===== config.mk =====
export PLATFORM = sky130hd
export DESIGN_NAME = sensor_hysteresis_bill_tracker_flat
export DESIGN_NICKNAME = d
export VERILOG_FILES = /design/src/hw/rtl/sht_pkg.sv /design/src/hw/rtl/sht_stream_if.sv /design/src/hw/rtl/sensor_hysteresis_bill_tracker.sv /design/src/flat_wrapper.sv
export SDC_FILE = /design/constraint.sdc
export NUM_CORES = 1
export LEC_CHECK = 0
export ABC_CLOCK_PERIOD_IN_PS = 2810
export BUFFER_PORTS_ARGS = -buffer_cell sky130_fd_sc_hd__buf_2
export CAP_MARGIN = 10
export CORE_MARGIN = 3
export CORE_UTILIZATION = 50
export DETAILED_ROUTE_END_ITERATION = 6
export GPL_TIMING_DRIVEN = 0
export MAX_ROUTING_LAYER = met4
export PLACE_DENSITY = 0.83
export SETUP_SLACK_MARGIN = 0.05
export SLEW_MARGIN = 30
export SYNTH_ARGS = -nofsm -noshare
export SYNTH_HDL_FRONTEND = slang
export SYNTH_SLANG_ARGS = --single-unit

===== constraint.sdc =====
create_clock -name i_clk -period 2.81 [get_ports i_clk]
set_input_delay 0.7025 -clock i_clk [delete_from_list [all_inputs] [get_ports i_clk]]
set_output_delay 0.7025 -clock i_clk [all_outputs]
set_load 0.01 [all_outputs]

===== src/hw/rtl/sht_pkg.sv =====
// Types and code constants for the sensor hysteresis bill tracker.
// No dependencies; used by the top level and the testbench.
`timescale 1ns / 1ps

package sht_pkg;

    localparam int unsigned LEVEL_W = 8;
    localparam int unsigned ADDR_W  = 5;
    localparam int unsigned DATA_W  = 32;

    localparam logic [LEVEL_W-1:0] LEVEL_NA = 8'd255;

    // shared class codes (2 and 3 bit variants)
    localparam logic [1:0] C_UNKNOWN = 2'd0;
    localparam logic [1:0] C_INVALID = 2'd1;
    localparam logic [1:0] C_LOW     = 2'd2;
    localparam logic [1:0] C_HIGH    = 2'd3;

    localparam logic [2:0] T_UNKNOWN = 3'd0;
    localparam logic [2:0] T_INVALID = 3'd1;
    localparam logic [2:0] T_UNDER   = 3'd2;
    localparam logic [2:0] T_WITHIN  = 3'd3;
    localparam logic [2:0] T_OVER    = 3'd4;

    localparam logic [1:0] SCAN_OCCUPIED = 2'd0;
    localparam logic [1:0] SCAN_EMPTY    = 2'd1;
    localparam logic [1:0] SCAN_UNKNOWN  = 2'd2;

    localparam logic [2:0] EV_NOT_PRESENT = 3'd0;
    localparam logic [2:0] EV_ENTERED     = 3'd1;
    localparam logic [2:0] EV_PRESENT     = 3'd2;
    localparam logic [2:0] EV_EXITED      = 3'd3;
    localparam logic [2:0] EV_FAULT       = 3'd4;
    localparam logic [2:0] EV_UNKNOWN     = 3'd5;

    // register indexes
    localparam logic [2:0] REG_VALID_MIN   = 3'd0;
    localparam logic [2:0] REG_VALID_MAX   = 3'd1;
    localparam logic [2:0] REG_NOMINAL_MIN = 3'd2;
    localparam logic [2:0] REG_NOMINAL_MAX = 3'd3;
    localparam logic [2:0] REG_LOW_THRESH  = 3'd4;
    localparam logic [2:0] REG_HIGH_THRESH = 3'd5;

    typedef struct packed {
        logic [LEVEL_W-1:0] thick_left_level;
        logic [LEVEL_W-1:0] thick_right_level;
        logic [LEVEL_W-1:0] feeder_level;
        logic [LEVEL_W-1:0] stacker_level;
        logic [LEVEL_W-1:0] uv_level;
        logic [LEVEL_W-1:0] mag_level;
    } t_frame;

    typedef struct packed {
        logic [2:0] thick_left_class;
        logic [2:0] thick_right_class;
        logic [1:0] feeder_class;
        logic [1:0] stacker_class;
        logic [1:0] uv_class;
        logic [1:0] mag_class;
        logic [1:0] detect_left_class;
        logic [1:0] detect_right_class;
        logic [1:0] scanner_state;
        logic [2:0] bill_event;
    } t_result;

endpackage


===== src/hw/rtl/sht_stream_if.sv =====
// Valid/ready stream interface carrying one payload (a request frame or a result).
// Payload type is given by the instantiating module, usually from sht_pkg.
`timescale 1ns / 1ps

interface sht_stream_if #(
    parameter type T = logic
);
    logic valid;
    logic ready;
    T     data;

    modport source (output valid, output data, input ready);
    modport sink   (input valid, input data, output ready);
endinterface


===== src/hw/rtl/sensor_hysteresis_bill_tracker.sv =====
// Sensor hysteresis bill tracker top level: APB threshold registers,
// input register, classification logic, result register. Uses sht_pkg, sht_stream_if.
// Path: input reg, then result reg; a stalled result keeps a full input reg, so i_req stalls.
// One request per cycle unless o_res stalls; the input register fills while a result waits.
// History state (previous classes, scanner state) updates as a request enters the result reg.
// Reset (i_rst_n, synchronous, active low): thresholds to defaults, history to unknown,
// both stages empty.
`timescale 1ns / 1ps

module sensor_hysteresis_bill_tracker (
    input  logic                       i_clk,
    input  logic                       i_rst_n,
    sht_stream_if.sink                 i_req,
    sht_stream_if.source               o_res,
    input  logic                       psel,
    input  logic                       penable,
    input  logic                       pwrite,
    input  logic [sht_pkg::ADDR_W-1:0] paddr,
    input  logic [sht_pkg::DATA_W-1:0] pwdata,
    output logic [sht_pkg::DATA_W-1:0] prdata,
    output logic                       pready
);

    logic [7:0] r_valid_min, r_valid_max, r_nominal_min, r_nominal_max;
    logic [7:0] r_low_thresh, r_high_thresh;

    logic             r_s1_valid;
    sht_pkg::t_frame  r_s1;
    logic             r_out_valid;
    sht_pkg::t_result r_out;

    logic [1:0] r_feeder_prev, r_stacker_prev, r_uv_prev, r_mag_prev;
    logic [1:0] r_det_l_prev, r_det_r_prev, r_scan_prev;

    logic             cfg_wr;
    logic [2:0]       cfg_idx;
    logic             advance;
    sht_pkg::t_result n_out;

    function automatic logic [2:0] window_class(
        input logic [7:0] v, input logic [7:0] vmin, input logic [7:0] vmax,
        input logic [7:0] nmin, input logic [7:0] nmax);
        logic [2:0] c;
        if (v == sht_pkg::LEVEL_NA)  c = sht_pkg::T_UNKNOWN;
        else if (v < vmin)           c = sht_pkg::T_INVALID;
        else if (v < nmin)           c = sht_pkg::T_UNDER;
        else if (v < nmax)           c = sht_pkg::T_WITHIN;
        else if (v < vmax)           c = sht_pkg::T_OVER;
        else                         c = sht_pkg::T_INVALID;
        return c;
    endfunction

    function automatic logic [1:0] hyst_class(
        input logic [7:0] v, input logic [1:0] prev, input logic [1:0] below_low,
        input logic [7:0] vmin, input logic [7:0] vmax,
        input logic [7:0] lo, input logic [7:0] hi);
        logic [1:0] above_high;
        logic [1:0] c;
        above_high = (below_low == sht_pkg::C_LOW) ? sht_pkg::C_HIGH : sht_pkg::C_LOW;
        if (v == sht_pkg::LEVEL_NA)  c = sht_pkg::C_UNKNOWN;
        else if (v < vmin)           c = sht_pkg::C_INVALID;
        else if (v < lo)             c = below_low;
        else if (v < hi)             c = (prev == above_high) ? above_high : below_low;
        else if (v < vmax)           c = above_high;
        else                         c = sht_pkg::C_INVALID;
        return c;
    endfunction

    // APB register file
    assign pready  = 1'b1;
    assign cfg_idx = paddr[4:2];
    assign cfg_wr  = psel && penable && pwrite;

    always_comb begin
        prdata = '0;
        case (cfg_idx)
            sht_pkg::REG_VALID_MIN:   prdata[7:0] = r_valid_min;
            sht_pkg::REG_VALID_MAX:   prdata[7:0] = r_valid_max;
            sht_pkg::REG_NOMINAL_MIN: prdata[7:0] = r_nominal_min;
            sht_pkg::REG_NOMINAL_MAX: prdata[7:0] = r_nominal_max;
            sht_pkg::REG_LOW_THRESH:  prdata[7:0] = r_low_thresh;
            sht_pkg::REG_HIGH_THRESH: prdata[7:0] = r_high_thresh;
            default:                  prdata      = '0;
        endcase
    end

    always_ff @(posedge i_clk) begin
        if (!i_rst_n) begin
            r_valid_min   <= 8'd10;
            r_valid_max   <= 8'd90;
            r_nominal_min <= 8'd25;
            r_nominal_max <= 8'd75;
            r_low_thresh  <= 8'd30;
            r_high_thresh <= 8'd70;
        end else if (cfg_wr) begin
            case (cfg_idx)
                sht_pkg::REG_VALID_MIN:   r_valid_min   <= pwdata[7:0];
                sht_pkg::REG_VALID_MAX:   r_valid_max   <= pwdata[7:0];
                sht_pkg::REG_NOMINAL_MIN: r_nominal_min <= pwdata[7:0];
                sht_pkg::REG_NOMINAL_MAX: r_nominal_max <= pwdata[7:0];
                sht_pkg::REG_LOW_THRESH:  r_low_thresh  <= pwdata[7:0];
                sht_pkg::REG_HIGH_THRESH: r_high_thresh <= pwdata[7:0];
                default: ;
            endcase
        end
    end

    // two-stage pipe
    assign advance     = r_s1_valid && (!r_out_valid || o_res.ready);
    assign i_req.ready = !r_s1_valid || advance;
    assign o_res.valid = r_out_valid;
    assign o_res.data  = r_out;

    always_comb begin
        n_out.thick_left_class  = window_class(r_s1.thick_left_level, r_valid_min,
            r_valid_max, r_nominal_min, r_nominal_max);
        n_out.thick_right_class = window_class(r_s1.thick_right_level, r_valid_min,
            r_valid_max, r_nominal_min, r_nominal_max);
        n_out.feeder_class  = hyst_class(r_s1.feeder_level, r_feeder_prev, sht_pkg::C_LOW,
            r_valid_min, r_valid_max, r_low_thresh, r_high_thresh);
        n_out.stacker_class = hyst_class(r_s1.stacker_level, r_stacker_prev, sht_pkg::C_HIGH,
            r_valid_min, r_valid_max, r_low_thresh, r_high_thresh);
        n_out.uv_class      = hyst_class(r_s1.uv_level, r_uv_prev, sht_pkg::C_LOW,
            r_valid_min, r_valid_max, r_low_thresh, r_high_thresh);
        n_out.mag_class     = hyst_class(r_s1.mag_level, r_mag_prev, sht_pkg::C_LOW,
            r_valid_min, r_valid_max, r_low_thresh, r_high_thresh);
        n_out.detect_left_class  = hyst_class(r_s1.thick_left_level, r_det_l_prev,
            sht_pkg::C_LOW, r_valid_min, r_valid_max, r_low_thresh, r_high_thresh);
        n_out.detect_right_class = hyst_class(r_s1.thick_right_level, r_det_r_prev,
            sht_pkg::C_LOW, r_valid_min, r_valid_max, r_low_thresh, r_high_thresh);

        if (n_out.detect_left_class == sht_pkg::C_LOW ||
            n_out.detect_right_class == sht_pkg::C_LOW)
            n_out.scanner_state = sht_pkg::SCAN_OCCUPIED;
        else if (n_out.detect_left_class == sht_pkg::C_HIGH &&
                 n_out.detect_right_class == sht_pkg::C_HIGH)
            n_out.scanner_state = sht_pkg::SCAN_EMPTY;
        else
            n_out.scanner_state = sht_pkg::SCAN_UNKNOWN;

        case (n_out.scanner_state)
            sht_pkg::SCAN_EMPTY: n_out.bill_event = (r_scan_prev == sht_pkg::SCAN_OCCUPIED)
                ? sht_pkg::EV_EXITED : sht_pkg::EV_NOT_PRESENT;
            sht_pkg::SCAN_OCCUPIED: n_out.bill_event = (r_scan_prev == sht_pkg::SCAN_EMPTY)
                ? sht_pkg::EV_ENTERED : sht_pkg::EV_PRESENT;
            default: n_out.bill_event = (r_scan_prev != sht_pkg::SCAN_UNKNOWN)
                ? sht_pkg::EV_FAULT : sht_pkg::EV_UNKNOWN;
        endcase
    end

    always_ff @(posedge i_clk) begin
        if (!i_rst_n) begin
            r_s1_valid     <= 1'b0;
            r_out_valid    <= 1'b0;
            r_feeder_prev  <= sht_pkg::C_UNKNOWN;
            r_stacker_prev <= sht_pkg::C_UNKNOWN;
            r_uv_prev      <= sht_pkg::C_UNKNOWN;
            r_mag_prev     <= sht_pkg::C_UNKNOWN;
            r_det_l_prev   <= sht_pkg::C_UNKNOWN;
            r_det_r_prev   <= sht_pkg::C_UNKNOWN;
            r_scan_prev    <= sht_pkg::SCAN_UNKNOWN;
        end else begin
            if (i_req.valid && i_req.ready) begin
                r_s1_valid <= 1'b1;
            end else if (advance) begin
                r_s1_valid <= 1'b0;
            end
            if (advance) begin
                r_out_valid    <= 1'b1;
                r_feeder_prev  <= n_out.feeder_class;
                r_stacker_prev <= n_out.stacker_class;
                r_uv_prev      <= n_out.uv_class;
                r_mag_prev     <= n_out.mag_class;
                r_det_l_prev   <= n_out.detect_left_class;
                r_det_r_prev   <= n_out.detect_right_class;
                r_scan_prev    <= n_out.scanner_state;
            end else if (o_res.ready) begin
                r_out_valid <= 1'b0;
            end
        end
    end

    always_ff @(posedge i_clk) begin
        if (i_req.valid && i_req.ready) begin
            r_s1 <= i_req.data;
        end
        if (advance) begin
            r_out <= n_out;
        end
    end

    a_occupied_needs_block: assert property (@(posedge i_clk) disable iff (!i_rst_n)
        r_out_valid && r_out.scanner_state == sht_pkg::SCAN_OCCUPIED |->
            r_out.detect_left_class == sht_pkg::C_LOW ||
            r_out.detect_right_class == sht_pkg::C_LOW)
        else $error("occupied scanner without a blocked detector");

    a_history_tracks_out: assert property (@(posedge i_clk) disable iff (!i_rst_n)
        r_out_valid |-> r_scan_prev == r_out.scanner_state &&
            r_det_l_prev == r_out.detect_left_class)
        else $error("history registers out of step with result register");

    a_stage_held: assert property (@(posedge i_clk) disable iff (!i_rst_n)
        r_s1_valid && r_out_valid && !o_res.ready |=> r_s1_valid && r_out_valid)
        else $error("request dropped under back-pressure");

    a_ready_when_empty: assert property (@(posedge i_clk) disable iff (!i_rst_n)
        !r_s1_valid |-> i_req.ready)
        else $error("input stalled with empty input register");

endmodule


===== src/flat_wrapper.sv =====
// flat-port wrapper written by rule: the top's interface ports become plain ports
module sensor_hysteresis_bill_tracker_flat 
  (i_clk, i_rst_n, psel, penable, pwrite, paddr, pwdata, prdata, pready, i_req_valid, i_req_data, i_req_ready, o_res_valid, o_res_data, o_res_ready);
  sht_stream_if #(.T(sht_pkg::t_frame)) i_req_i ();
  sht_stream_if #(.T(sht_pkg::t_result)) o_res_i ();
  input  logic i_clk;
  input  logic i_rst_n;
  input  logic psel;
  input  logic penable;
  input  logic pwrite;
  input  logic [sht_pkg::ADDR_W-1:0] paddr;
  input  logic [sht_pkg::DATA_W-1:0] pwdata;
  output logic [sht_pkg::DATA_W-1:0] prdata;
  output logic pready;
  input wire logic [$bits(i_req_i.valid)-1:0] i_req_valid;
  input wire logic [$bits(i_req_i.data)-1:0] i_req_data;
  output wire logic [$bits(i_req_i.ready)-1:0] i_req_ready;
  output wire logic [$bits(o_res_i.valid)-1:0] o_res_valid;
  output wire logic [$bits(o_res_i.data)-1:0] o_res_data;
  input wire logic [$bits(o_res_i.ready)-1:0] o_res_ready;
  assign i_req_i.valid = i_req_valid;
  assign i_req_i.data = i_req_data;
  assign i_req_ready = i_req_i.ready;
  assign o_res_valid = o_res_i.valid;
  assign o_res_data = o_res_i.data;
  assign o_res_i.ready = o_res_ready;
  sensor_hysteresis_bill_tracker u_core (.i_clk(i_clk), .i_rst_n(i_rst_n), .i_req(i_req_i), .o_res(o_res_i), .psel(psel), .penable(penable), .pwrite(pwrite), .paddr(paddr), .pwdata(pwdata), .prdata(prdata), .pready(pready));
endmodule

# Word level (Yosys, flattened, before mapping)
# Index checks and enable logic that the tools add are counted.
[totals] ff_bits=135 elab_cells=167
[op_classes] n_lt_le_gt_ge=28 n_eq_ne=24 mux=55 n_reduce_logical=25
[op_table] operator="< comparator 8 bit" count=28
[op_table] operator="two-way mux 2 bit" count=38
[op_table] operator="== test 8 bit, second input constant" count=6
[op_table] operator="one-hot mux 8 bit (6 select lines)" count=1
[op_table] operator="== test 2 bit, second input constant" count=10
[op_table] operator="two-way mux 1 bit" count=13
[op_table] operator="AND reduction 2 bit" count=6
[op_table] operator="OR reduction 4 bit" count=2
[op_table] operator="== test 3 x 2 -> 1 bit, second input constant" count=2
[op_table] operator="== test 3 bit, second input constant" count=2
[op_table] operator="two-way mux 3 bit" count=2
[op_table] operator="one-hot mux 3 bit (2 select lines)" count=1
[op_table] operator="logical AND 1 bit" count=5
[op_table] operator="== test 2 x 1 -> 1 bit, second input constant" count=2
[op_table] operator="logical NOT 2 bit" count=2
[op_table] operator="nonzero test 2 bit" count=2
[op_table] operator="OR reduction 2 bit" count=2
[op_table] operator="== test 3 x 1 -> 1 bit, second input constant" count=1
[op_table] operator="logical NOT 3 bit" count=1
[op_table] operator="logical OR 1 bit" count=3
[op_table] operator="logical NOT 1 bit" count=2
[op_table] operator="inequality test 2 bit, second input constant" count=1

# Longest topological paths before layout
# Gate-level depths: netlist (run 1).
[depth] word_depth=12 depth_mapped=10 depth_no_buf=10

# Worst setup path before layout (run 1)
# OpenSTA, ideal clock, no wires.
[synth_path] path_type="reg-to-reg" start="register u_core.r_s1[34] in the netlist's numbering" end="register u_core.r_out (netlist bit u_core.o_res.data[0]) (data pin)" arrival_ns=2.339 t_required_ns=2.555 setup_slack_ns=0.216 path_stages_with_launch=10 n_path_buf=0 path_cell_list="edfxtp_1 ha_1 a21o_1 a31oi_1 o21ai_0 o41a_1 a311oi_2 and4b_4 a21oi_2 a21bo_2"
[synth_rtl] item="from (decl)" line_no="sensor_hysteresis_bill_tracker.sv:28" text="sht_pkg::t_frame r_s1;"
[synth_rtl] item="from (signal assigned)" line_no="sensor_hysteresis_bill_tracker.sv:185" text="r_s1 <= i_req.data;"
[synth_rtl] item="to (signal assigned)" line_no="sensor_hysteresis_bill_tracker.sv:188" text="r_out <= n_out;"
[synth_rtl] item="to (decl)" line_no="sensor_hysteresis_bill_tracker.sv:30" text="sht_pkg::t_result r_out;"

==> results of run 1 <==
[metal layers]
layer / vias to the layer above / wire [um]
met3: 84 / 1810
met1: 3918 / 11600
met5: - / 0
li1: 4001 / -
met4: 0 / 922
met2: 386 / 12200
[cell usage after synthesis (all sizes together) (11+ instances only)]
cell	number	area [um2]
ha	196	2450
o21ai	72	360
edfxtp	70	2100
a21oi	64	324
dfxtp	64	1280
nor2	63	236
nand2	59	221
inv	51	191
nor2b	47	294
mux2i	33	330
buf	30	210
nand2b	27	169
nor3	23	115
o211ai	23	173
a21o	19	143
clkbuf	18	67.6
nand3	17	85.1
a21boi	13	97.6
nand4	13	81.3
o41ai	12	105
o21a	11	82.6
[cell type report]
type,instances,share of cell area (%)
Timing Repair Buffer,113,5.28
Buffer,47,2.44
Sequential cell,134,29.3
Inverter,51,1.68
Clock buffer,23,4.71
Multi-Input combinational cell,796,53.3
Clock inverter,8,0.455
Tap cell,260,2.82
[stage by stage]
| stage | setup slack [ps] | TNS [ps] | utilization (%) | area [um2] | hold WS, ps |
|---|---|---|---|---|---|
| 6_report | -88.8 | -154 | 60.9 | 11500 | 439 |
| 5_1_grt | -159 | -399 | 60.9 | 11500 | 430 |
| 4_1_cts | -41.3 | -41.3 | 59.9 | 11400 | 427 |
| 3_5_place_dp | -234 | -1620 | 56.4 | 10700 | 456 |
| 3_3_place_gp | -167 | -7330 | 56.3 | 10700 | 450 |
| 2_1_floorplan | 216 | 0 | - | 9870 | 433 |
[kinds of logic after synthesis]
group | after synthesis | share of synthesized area (%)
DFF | 134 | 34.6
AOI/OAI and AO/OA | 266 | 17.7
other | 2 | 0.0768
adders and majority gates | 196 | 25.1
buffers and inverters | 99 | 4.80
muxes | 36 | 3.84
and+or+nand+nor | 273 | 14.0
[how the worst min path moves through the flow]
stage	cells after the start	slack (ps)	to
finish	1	440	u_core.r_s1[19]
global route	1	430	u_core.r_s1[28]
detailed placement	2	460	u_core.r_det_r_prev[0]
floorplan	2	430	u_core.r_feeder_prev[1]
CTS	1	430	u_core.r_s1[42]
global placement	2	450	u_core.r_det_r_prev[1]
[state kept, by name (all words and copies together) (netlist names)]
name / flops
u_core.r_valid_max: 8
u_core.r_high_thresh: 8
u_core.r_s1: 48
u_core.r_mag_prev: 2
u_core.o_res.valid: 1
u_core.r_stacker_prev: 2
u_core.r_valid_min: 8
u_core.r_scan_prev: 2
u_core.r_s1_valid: 1
u_core.r_low_thresh: 8
u_core.r_nominal_min: 8
u_core.r_uv_prev: 2
u_core.r_det_l_prev: 2
u_core.r_feeder_prev: 2
u_core.o_res.data: 22
u_core.r_det_r_prev: 2
u_core.r_nominal_max: 8
[worst reg2reg max path: cells and delay by family, from the launching register on]
family	cells	cell delay (ps)
compound gates	6	1350
flops	1	550
simple gates	2	490
fa+ha+maj	1	290
[power by group through the flow]
stage	sequential (W)	combinational [W]	clock, W
2_1_floorplan	0.00228	0.000487	0
3_3_place_gp	0.00230	0.000688	0
3_5_place_dp	0.00230	0.000723	0
4_1_cts	0.00225	0.000757	0.00227
5_1_grt	0.00226	0.000903	0.00236
6_report	0.00226	0.000809	0.00225
[timing repair]
item / in CTS / in global routing
resized for setup: 12 / 29
endpoints found under the setup margin: 14 / 13
pin swaps: 3 / 19
setup buffers: 8 / 8
==> results.md, run 1 <==
- Worst reg2reg path startpoint: u_core.r_s1[36]
- PnR worst setup slack: -88.8 ps
- Unique masters post-synth: 55
- Critical path launch point: u_core.r_s1[36]
- Tmin final: 2900 ps
- Die Wd: 146 um
- WL final: 26.5 mm
- Inst Count DP: 1386
- Share of power burned in registers: 42.5%
- Vias in the first global route: 8066
- Initial antenna violation count: 0
- Crit end category: register
- Starting DRT DRC Count: 833
- Ys flop type: edfxtp_1
- Switching part of the total: 26.9%
- Flops & latches, synth: 134
- Leakage: 5.02 nW
- Antenna cell count: 0
- Worst-path clk slew: 60 ps
- Final Hold Viols: 0
- Setup-failing EPs final: 3
- Gr usage total: 25.2%
- Met3 Usage GRT: 4.24%
- Layout net count: 1448
- Total Die Area: 21300 um2
- Hold path start: i_req_data[19]
- Combinational power share: 15.2%
- Buffers and inverters on the worst path: 0
- Number of cells on the critical path: 9
- Total CTS buffers: 17
- Max cap viols: 0
- CP arrival: 3090 ps
- Asr flop ratio synth: 0%
- Multi-input logic area: 6150 um2
- Startpoint type of the worst setup path: register
- Clock Sinks: 134
- Worst r2r dst: u_core.o_res.data[0]
- Slew Viols, Final: 0
- Failing checks: negative setup slack
- GR peak layer: met2
- EDFF count, synth: 70
- First-pass DRT Iterations: 5
- Total gr overflow: 0
- Initial Util: 51.6%
- DR DRC count: 0
- GRT met2 Usage: 39.1%
- Critical path fanouts, max: 5
- Syn avg cell area: 9.73 um2
- Fmax: 0.345 GHz
- Core area: 19000 um2
- Unrepaired setup endpoints after global routing: true
- R2R depth: 9
- Final Power: 0.00531 W
- Critical path class: reg -> reg
- Syn Inst Count: 1006
- Post-synthesis sequential area ratio: 34.6%
- Slew headroom: 41.5%
- Status: finished with violations
- Power Dens Cells: 460 nW/um2
- Max VDD drop: 0.000274 V
- Antenna-violating nets left: 0
- FILL cells: 1538
- Ys Warns: 0
- IO Port Bufs: 97
- Required @ worst endpoint: 3000 ps
- DIE HEIGHT: 146 um
- Htree depth: 4
- Slowest library cell on the worst path: edfxtp_1
- P_int: 0.00388 W
- Post-Syn Area: 9780 um2
- Via count: 8389
- IO Pins: 150
- TritonCTS clock tree: built
- Critical path, cell by cell: ha_4 > and2_1 > o21ai_0 > o21ai_1 > o41a_1 > a311oi_2 > and4b_4 > a21oi_4 > a21bo_2
- WL/cell: 18.5 um
- Clock Tree Root: clkbuf_16
- Slew @ Worst Pin: 872 ps
- First-pass GRT wire length: 41.8 mm
- Most frequent cells in the layout: 193 x ha_1, 100 x buf_2, 70 x edfxtp_1
- FP Rows: 50
- Worst path top cell family by delay: compound AO/OA/AOI/OAI gates
- Layout cells sized above 1: 17.8%
- CP max stage delay: 550 ps
- Clock power share: 42.3%
- Final Cycle Share: 103%
- Syn-to-layout area delta: 17.9%
- Clock tree buffer depth: 2
- Vias per cell: 5.86
- R2R setup slack: -90 ps
- Dpl hpwl: 19.8 mm
- Commonest non-fill, non-tap cell in the layout: ha_1
- Worst Skew: 10.8 ps
- Later-pin clock latency in the skew report: 440 ps
- Sw power: 0.00143 W
- Worst setup path end: u_core.o_res.data[0]
- Min-Delay Path Class: in -> reg
- Cts hold-fix bufs: 0
- Register area: 3380 um2
- GPL Wtd Cong: 0.959
- GR Util met1: 32.6%
- Post-Layout Cell Count: 1432
- Largest net degree at the start of global routing: 49
Note: power is estimated with default switching activity, not from simulation.
==> run 2: changes to the inputs <==
--- a/config.mk
+++ b/config.mk
@@ -9,11 +9,11 @@
 export BUFFER_PORTS_ARGS = -buffer_cell sky130_fd_sc_hd__buf_2
 export CAP_MARGIN = 10
 export CORE_MARGIN = 3
-export CORE_UTILIZATION = 50
+export CORE_UTILIZATION = 44
 export DETAILED_ROUTE_END_ITERATION = 6
 export GPL_TIMING_DRIVEN = 0
 export MAX_ROUTING_LAYER = met4
-export PLACE_DENSITY = 0.83
+export PLACE_DENSITY = 0.75
 export SETUP_SLACK_MARGIN = 0.05
 export SLEW_MARGIN = 30
 export SYNTH_ARGS = -nofsm -noshare
==> results.md, run 2 (synthesis gave the netlist of run 1 again) <==
- Status: finished with violations
- Failing checks: negative setup slack
- Share of power burned in registers: 42.7% (+0.2 points)
- Antenna cell count: 0 (unchanged)
- Vias per cell: 5.63 (-3.9%)
- Sw power: 0.00142 W (-0.86%)
- Most frequent cells in the layout: 189 x ha_1, 100 x buf_2, 70 x edfxtp_1
- TritonCTS clock tree: built
- GPL Wtd Cong: 0.952 (-0.76%)
- DIE HEIGHT: 155 um (+6.3%)
- P_int: 0.00388 W (-0.18%)
- Dpl hpwl: 19.8 mm (about the same)
- Starting DRT DRC Count: 711 (-15%)
- Clock tree buffer depth: 2 (unchanged)
- Critical path fanouts, max: 4 (-1)
- Htree depth: 4 (unchanged)
- Biggest register: u_core.r_s1
- Max VDD drop: 0.000284 V (+3.7%)
- FP Rows: 53 (+6.0%)
- Slew Viols, Final: 0 (unchanged)
- CP arrival: 3080 ps (about the same)
- DR DRC count: 0 (unchanged)
- Required @ worst endpoint: 2990 ps (about the same)
- Clock Tree Root: clkbuf_16
- PnR worst setup slack: -85.2 ps (+3.56 ps)
- Gr usage total: 21.6% (-3.6 points)
- Unrepaired setup endpoints after global routing: true
- Placed instance area: 10700 um2 (+0.18%)
- Min-Delay Path Class: in -> reg
- Layout net count: 1451 (+0.21%)
- Clock power share: 42.1% (-0.2 points)
- Syn-to-layout area delta: 18.8%
- Post-route cell area: 11600 um2 (+0.78%)
- WL/cell: 18.0 um (-3.0%)
- Vias in the first global route: 7587 (-5.9%)
- Initial Util: 45.7% (-5.9 points)
- Total CTS buffers: 17 (unchanged)
- Initial antenna violation count: 0 (unchanged)
- Worst r2r dst: u_core.o_res.data[0]
- Final Power: 0.00529 W (-0.36%)
- Die Wd: 155 um (+6.3%)
- Layout Utilization: 54.3% (-6.6 points)
- IO Pins: 150 (unchanged)
- Layout cells sized above 1: 18.6% (+0.79 points)
- Inst Count DP: 1401 (+1.1%)
- Leakage: 5.03 nW (+0.20%)
- WL final: 26.1 mm (-1.7%)
- Switching part of the total: 26.8% (-0.14 points)
- Crit end category: register
- Commonest non-fill, non-tap cell in the layout: ha_1
- First-pass DRT Iterations: 5 (unchanged)
- Tmin final: 2900 ps (-3.56 ps)
- R2R depth: 9 (unchanged)
- Via count: 8167 (-2.6%)
- FILL cells: 1852 (+20%)
- Critical path launch point: u_core.r_s1[44]
- Worst Skew: 7.19 ps (-3.58 ps)
- Setup-failing EPs final: 1 (-2)
- IO Port Bufs: 97 (unchanged)
- Slew headroom: 37.4% (-4.1 points)
- Fmax: 0.345 GHz (+0.12%)
- Final Hold Viols: 0 (unchanged)
- R2R setup slack: -90 ps (about the same)
- Core area: 21400 um2 (+13%)
- Critical path class: reg -> reg
- Slew @ Worst Pin: 938 ps (+66.0 ps)
- Final Cycle Share: 103% (-0.13 points)
- Later-pin clock latency in the skew report: 430 ps (about the same)
- Total gr overflow: 0 (unchanged)
- Worst setup path end: u_core.o_res.data[0]
- Cts hold-fix bufs: 0 (unchanged)
- Setup TNS: -85.2 ps (+68.3 ps)
- Hold path start: i_req_data[32]
- Worst-path clk slew: 60 ps (about the same)
- Startpoint type of the worst setup path: register
- Power Dens Cells: 455 nW/um2 (-1.1%)
- Worst reg2reg path startpoint: u_core.r_s1[44]
- Largest net degree at the start of global routing: 49 (unchanged)
- Max reg flops: 48 (unchanged)
- Antenna-violating nets left: 0 (unchanged)
- Clock Sinks: 134 (unchanged)
- Combinational power share: 15.2% (about the same)
- Total Die Area: 24100 um2 (+13%)
- Post-Layout Cell Count: 1451 (+1.3%)
- First-pass GRT wire length: 39.8 mm (-4.7%)
- Max cap viols: 0 (unchanged)
==> run 2: cell types whose count changed in the layout (fill, tap and decap cells not counted), sizes merged <==
cell | previous run | this run
buf | 143 | 146
bufinv | 0 | 1
clkbuf | 40 | 39
clkinvlp | 0 | 1
==> run 2: timing repair <==
item / 4_1_cts / 5_1_grt
endpoints found under the hold margin: 0 / 0
resized for setup: 17 / 36
pin swaps: 10 / 13
cloned: 0 / 0
setup buffers: 10 / 9
endpoints found under the setup margin: 14 / 17
==> run 2: worst min-delay path by stage <==
stage | cells past startpoint | slack [ps] | to
after global routing | 1 | 430 | u_core.r_s1[30]
final | 1 | 440 | u_core.r_s1[32]
after global placement | 2 | 450 | u_core.r_det_r_prev[0]
after floorplan | 2 | 430 | u_core.r_feeder_prev[1]
after CTS | 1 | 430 | u_core.r_s1[17]
after detailed placement | 2 | 460 | u_core.r_det_r_prev[1]
==> run 2: final cells by class <==
| type | instances | area [um2] | share of cell area (%) |
|---|---|---|---|
| Clock buffer | 22 | 498 | 4.28 |
| Sequential cell | 134 | 3380 | 29.1 |
| Tap cell | 275 | 344 | 2.96 |
| Clock inverter | 10 | 88.8 | 0.764 |
| Multi-Input combinational cell | 796 | 6200 | 53.3 |
| Buffer | 47 | 282 | 2.42 |
| Inverter | 51 | 196 | 1.69 |
| Timing Repair Buffer | 116 | 632 | 5.43 |
==> run 2: power by group through the flow <==
stage	sequential (W)	clock (W)	combinational, W
floorplan	0.00228	0	0.000487
global placement	0.00230	0	0.000691
detailed placement	0.00230	0	0.000719
CTS	0.00225	0.00225	0.000752
global route	0.00227	0.00234	0.000894
finish	0.00226	0.00223	0.000804
==> run 2: routing by layer <==
layer  track usage [%]  part of all wire [%]  up-vias
li1                  -                     -     4013
met2              33.2                    45      324
met1              29.0                    46     3784
met5                 -                     0        -
met3              3.03                   6.0       46
met4              8.24                   2.6        0
==> run 2: stage by stage <==
stage,hold WS [ps],setup slack [ps]
floorplan,433,216
global placement,450,-200
detailed placement,455,-246
CTS,431,-54.5
global route,434,-131
finish,440,-85.2
==> run 2: critical path, stage by stage (launching register included) <==
cell and delay, ps:
edfxtp_1 560, buf_4 230, ha_1 320, a21o_1 200, a31oi_2 230, o21ai_1 190
nor2b_2 220, and4b_4 240, a32oi_1 210, a21bo_2 240
